$ cat src/rtl/gclt_pkg.sv
`default_nettype none

package gclt_pkg;

    localparam int ENTRIES  = 128;
    localparam int IDX_W    = $clog2(ENTRIES);
    localparam int NUM_W    = $clog2(ENTRIES + 1);
    localparam int TAG_BITS = 16;
    localparam int STAMP_W  = 32;
    localparam int CNT_W    = 32;
    localparam int CFG_W    = 8;
    localparam int GLYPH_W  = 16;
    localparam int SLOT_W   = 7;
    localparam int USED_W   = 8;

    localparam logic [CFG_W-1:0] ENTRIES_RESET = 8'd96;

    localparam logic [1:0] STATUS_HIT   = 2'd0;
    localparam logic [1:0] STATUS_FILL  = 2'd1;
    localparam logic [1:0] STATUS_EVICT = 2'd2;
    localparam logic [1:0] STATUS_FAIL  = 2'd3;

    typedef struct packed {
        logic [GLYPH_W-1:0] glyph_tag;
        logic               fill_ok;
    } gclt_req_t;

    typedef struct packed {
        logic [1:0]         status;
        logic [SLOT_W-1:0]  slot;
        logic [GLYPH_W-1:0] victim_tag;
        logic [CNT_W-1:0]   hits_total;
        logic [CNT_W-1:0]   misses_total;
        logic [CNT_W-1:0]   evictions_total;
        logic [USED_W-1:0]  entries_used;
    } gclt_rsp_t;

    // Commands from the controller to the datapath.
    typedef struct packed {
        logic load;
        logic issue;
        logic commit;
    } gclt_cmd_t;

    // Status from the datapath to the controller.
    typedef struct packed {
        logic last_addr;
        logic out_free;
    } gclt_sts_t;

endpackage

`default_nettype wire

$ cat src/rtl/gclt_ctrl.sv
`default_nettype none

module gclt_ctrl (
    input  wire logic                 clk,
    input  wire logic                 rst_n,
    input  wire logic                 req_valid,
    output logic                      req_ready,
    output gclt_pkg::gclt_cmd_t       cmd,
    input  wire gclt_pkg::gclt_sts_t  sts
);

    typedef enum logic [3:0] {
        S_IDLE   = 4'b0001,
        S_SCAN   = 4'b0010,
        S_DRAIN  = 4'b0100,
        S_COMMIT = 4'b1000
    } state_t;

    state_t state_reg;
    state_t state_next;

    always_comb
    begin
        state_next = state_reg;
        cmd        = '0;
        req_ready  = 1'b0;
        unique case (state_reg)
            S_IDLE:
            begin
                req_ready = 1'b1;
                if (req_valid)
                begin
                    cmd.load   = 1'b1;
                    state_next = S_SCAN;
                end
            end
            S_SCAN:
            begin
                cmd.issue = 1'b1;
                if (sts.last_addr)
                begin
                    state_next = S_DRAIN;
                end
            end
            S_DRAIN:
            begin
                state_next = S_COMMIT;
            end
            S_COMMIT:
            begin
                if (sts.out_free)
                begin
                    cmd.commit = 1'b1;
                    state_next = S_IDLE;
                end
            end
            default:
            begin
                state_next = S_IDLE;
            end
        endcase
    end

    always_ff @(posedge clk or negedge rst_n)
    begin
        if (!rst_n)
        begin
            state_reg <= S_IDLE;
        end
        else
        begin
            state_reg <= state_next;
        end
    end

endmodule

`default_nettype wire

$ cat config.mk
export PLATFORM = sky130hd
export DESIGN_NAME = gclt_ctrl
export DESIGN_NICKNAME = d
export VERILOG_FILES = /design/src/rtl/gclt_pkg.sv /design/src/rtl/gclt_ctrl.sv
export SDC_FILE = /design/constraint.sdc
export NUM_CORES = 1
export LEC_CHECK = 0
export ABC_CLOCK_PERIOD_IN_PS = 1900
export BUFFER_PORTS_ARGS = -buffer_cell sky130_fd_sc_hd__buf_2
export CAP_MARGIN = 20
export CORE_AREA = 3 3 40 42
export DETAILED_ROUTE_END_ITERATION = 8
export DIE_AREA = 0 0 43 45
export PLACE_DENSITY_LB_ADDON = 0.15
export SLEW_MARGIN = 20
export SYNTH_ARGS = -nofsm -noshare
export SYNTH_HDL_FRONTEND = slang
export SYNTH_SLANG_ARGS = --single-unit
$ cat constraint.sdc
create_clock -name clk -period 1.9 [get_ports clk]
set_input_delay 0.095 -clock clk [delete_from_list [all_inputs] [get_ports clk]]
set_output_delay 0.095 -clock clk [all_outputs]
set_load 0.05 [all_outputs]
After elaboration in Yosys (flattened, before gate mapping)
Cells that the tools add are included.
{"block": "word_totals", "register_bits": 4, "out_inout_bits": 4, "elab_cells": 19}
{"block": "op_classes", "n_eq_ne": 7, "n_mux": 10, "n_reduce_logical": 1}
{"operator": "4-bit case mux with 4 select lines", "count": 1}
{"operator": "4-bit 2-to-1 mux", "count": 3}
{"operator": "1-bit 2-to-1 mux", "count": 6}
{"operator": "2-bit != test (second input constant)", "count": 3}
{"operator": "4-bit by 1-bit == test with 1-bit output (second input constant)", "count": 1}
{"operator": "4-bit by 2-bit == test with 1-bit output (second input constant)", "count": 1}
{"operator": "4-bit by 3-bit == test with 1-bit output (second input constant)", "count": 1}
{"operator": "4-bit == test (second input constant)", "count": 1}
{"operator": "3-bit AND reduction", "count": 1}

Logic depth before layout (Yosys ltp)
{"block": "logic_depth", "depth_word": 3, "ltp_mapped": 3}

Least setup slack after synthesis
No wires, ideal clock.
{"block": "synth_path", "path_kind": "reg-to-output", "start": "register state_reg[0]", "end": "output req_ready", "arrival_ns": 2.132, "required_ns": 1.805, "setup_slack_ns": -0.327, "stages_incl_launch_ff": 2, "n_path_buf": 0, "path_cell_list": "dfstp_2 nor4b_1"}
{"block": "synth_between", "elab_chain_cells": 2}
{"item": "from (decl)", "line": "gclt_ctrl.sv:19", "rtl": "state_t state_reg;"}
{"item": "from (signal assigned)", "line": "gclt_ctrl.sv:72", "rtl": "state_reg <= state_next;"}
{"item": "4-bit by 1-bit == test with 1-bit output", "line": "gclt_ctrl.sv:27", "rtl": "unique case (state_reg)"}
{"item": "1-bit 2-to-1 mux", "line": "gclt_ctrl.sv:27"}
{"item": "to (decl)", "line": "gclt_ctrl.sv:7", "rtl": "output logic req_ready,"}
Every way passes these cells.

==> run metrics <==
# diodes 0; vias in the first global route 216; RSZ-0062 raised after global routing false; Die Y 45 microns; Worst Setup End Kind output pin; Ports 9; antenna-violating nets left 0; final core occ between 20% and 30%; CTS sink cnt 4; Setup violations, final 0; DR pass1 iterations 1; slew margin rel. ~81%; static leakage between 0.15 and 0.2 nW; GR Overflow Total 0; Placed Area 274.0 sq um; Slowest-stage cell, CP dfstp_2; Syn Nets 23; Layout Area Growth over Synthesis 48.50%; fin nets 37; area of the die 1935 sq um; Setup TNS Final 0 ns; RD Place Congestion 0.6933; TritonCTS clock tree yes; distinct cell type count after synthesis 15; critical path's largest stage delay between 0.5 and 0.6 ns; DR vias/cell roughly 4.1; clock transition at the registers of the reported paths approximately 0.04 ns; Synth Area per Inst ~12 sq um; share of layout cells above drive strength 1 approximately 55%; vias roughly 190; pin slew with the least headroom to its limit between 0.2 and 0.3 ns; total CTS buffers 3; worst-path cell chain nand2_1 > nor4_2 > buf_2; max-slew violations 0; Root Buffer Master clkbuf_4; Post-CTS Setup Bufs 0; routed wire length 528 microns; post-synthesis sequential area ratio 48.50%; top cells by area, synth dfrtp_1 36%, dfstp_2 13%, nor3_2 9.6%; CP required between 1.5 and 2 ns; period utilization between 70% and 80%; Hold Crit Class in2reg; CP max FO 4; peak supply drop approximately 400 uV; Max Clk Rate a little under 700 MHz; Max H-tree Level 1; Critical Path AT roughly 1.4 ns; Crit path buffers/inverters 1; Max Cap Viol 0; port bufs 8; Synth Register Bits 4; Placeable Area between 1000 and 1500 sq um; worst r2r src state_reg[3]$_DFFE_PN0P_; DP Cell Count between 40 and 50; most common cell after layout, fill and taps aside buf_2; cells after synthesis 18; post-route cell area slightly above 300 sq um; clock tree buffer depth 2; final hold violations 0; number of cell rows 13; Die W 43 microns; max reg flops 4; Syn. warnings 0; initial antenna violation count 0; Synth area leader dfrtp_1; Layout Skew about 0.0011 ns; pin count of the biggest net entering global routing 8; DP HPWL about 400 microns; Avg WL per Cell 11.48 microns; hold_ws between 0.09 and 0.1 ns; most frequent cells in the layout 8 x buf_2, 3 x clkbuf_4, 3 x dfrtp_1, 2 x nor3_2; kind of cell adding the most delay to the critical path flip-flops; Initial Util roughly 16%; first-pass GRT wire length between 800 and 900 microns; DR iter-0 viols 0; Clock Latency Late Sink around 0.23 ns; PD cells approximately 1600 nW/um^2; Global Route Usage Sum around 6.6%; Layout Cells excl Fill 46; run status complete, no violations; fin crit period between 1 and 1.5 ns; Crit Path Class reg2out; crit path from state_reg[0]$_DFFE_PN1P_; number of fill cells 147; Hold Path Origin sts[1]; Setup crit start kind flip-flop; mapped cell area ~210 sq um; DRC Markers 0; top cell type's share of synthesized area a little over a third
worst register-to-register path, delay by kind of cell (launching register included):
kind	cells	cell delay [ns]
AND/OR/NAND/NOR	2	0.29
flip-flops	1	0.46
AO/OA/AOI/OAI	1	0.23
layer usage:
metal,wire (microns),track usage [%]
met1,221,6.569
met2,279,10.18
met3,27,0
met4,0,10.84
met5,0,0
layout make-up:
class                   count  area [sq um]  share of cell area [%]
well taps                  15         18.77                   6.048
multi-input cells          14         113.9                   36.69
repair buffers              9         50.05                   16.13
flip-flops and latches      4         101.3                   32.66
clock buffers               4         26.28                   8.468
what timing repair did:
action / CTS / global route
resized for setup: 0 / 0
endpoints found under the hold margin: 4 / 0
hold buffers: 1 / 0
synth_stat cells:
master	count
nor3_2	2
nor3_1	1
nor4_2	1
nor3b_1	1
nor2_1	1
dfstp_2	1
and2_1	1
nand2_1	1
and4b_1	1
nor4b_1	1
dfrtp_1	3
o22a_1	1
nor2b_1	1
o21a_2	1
nand2b_1	1
worst paths after layout:
check | endpoint | slack (ns) | depth (start not counted)
worst max-delay path | cmd[2] | 0.42 | 3
worst min-delay path | state_reg[2]$_DFFE_PN0P_ | 0.09 | 2
worst max register to register | state_reg[0]$_DFFE_PN1P_ | 0.84 | 3
worst min register to register | state_reg[1]$_DFFE_PN0P_ | 0.62 | 1
max in group asynchronous | state_reg[0]$_DFFE_PN1P_ | 1.50 | 2
min in group asynchronous | state_reg[1]$_DFFE_PN0P_ | 0.20 | 2
kinds of logic after synthesis:
family,synth area share (%)
compound gates,8.385
simple gates,43.12
flops,48.50
through the flow:
step | worst slack [ns] | power [W]
floorplan | 0.1932 | 0.0003315
global placement | 0.6700 | 0.0003829
detailed placement | 0.6528 | 0.0003848
CTS | 0.3882 | 0.0005092
global route | 0.3322 | 0.0005309
finish | 0.4155 | 0.0004974
power breakdown:
group | internal (W) | switching, W | leakage (nW)
Clock | 0.0000790 | 0.0000377 | 0.0150
Combinational | 0.0000751 | 0.000153 | 0.0844
Sequential | 0.000116 | 0.0000361 | 0.0511
Total | 0.000270 | 0.000227 | 0.150
(Power assumes the default switching activity.)
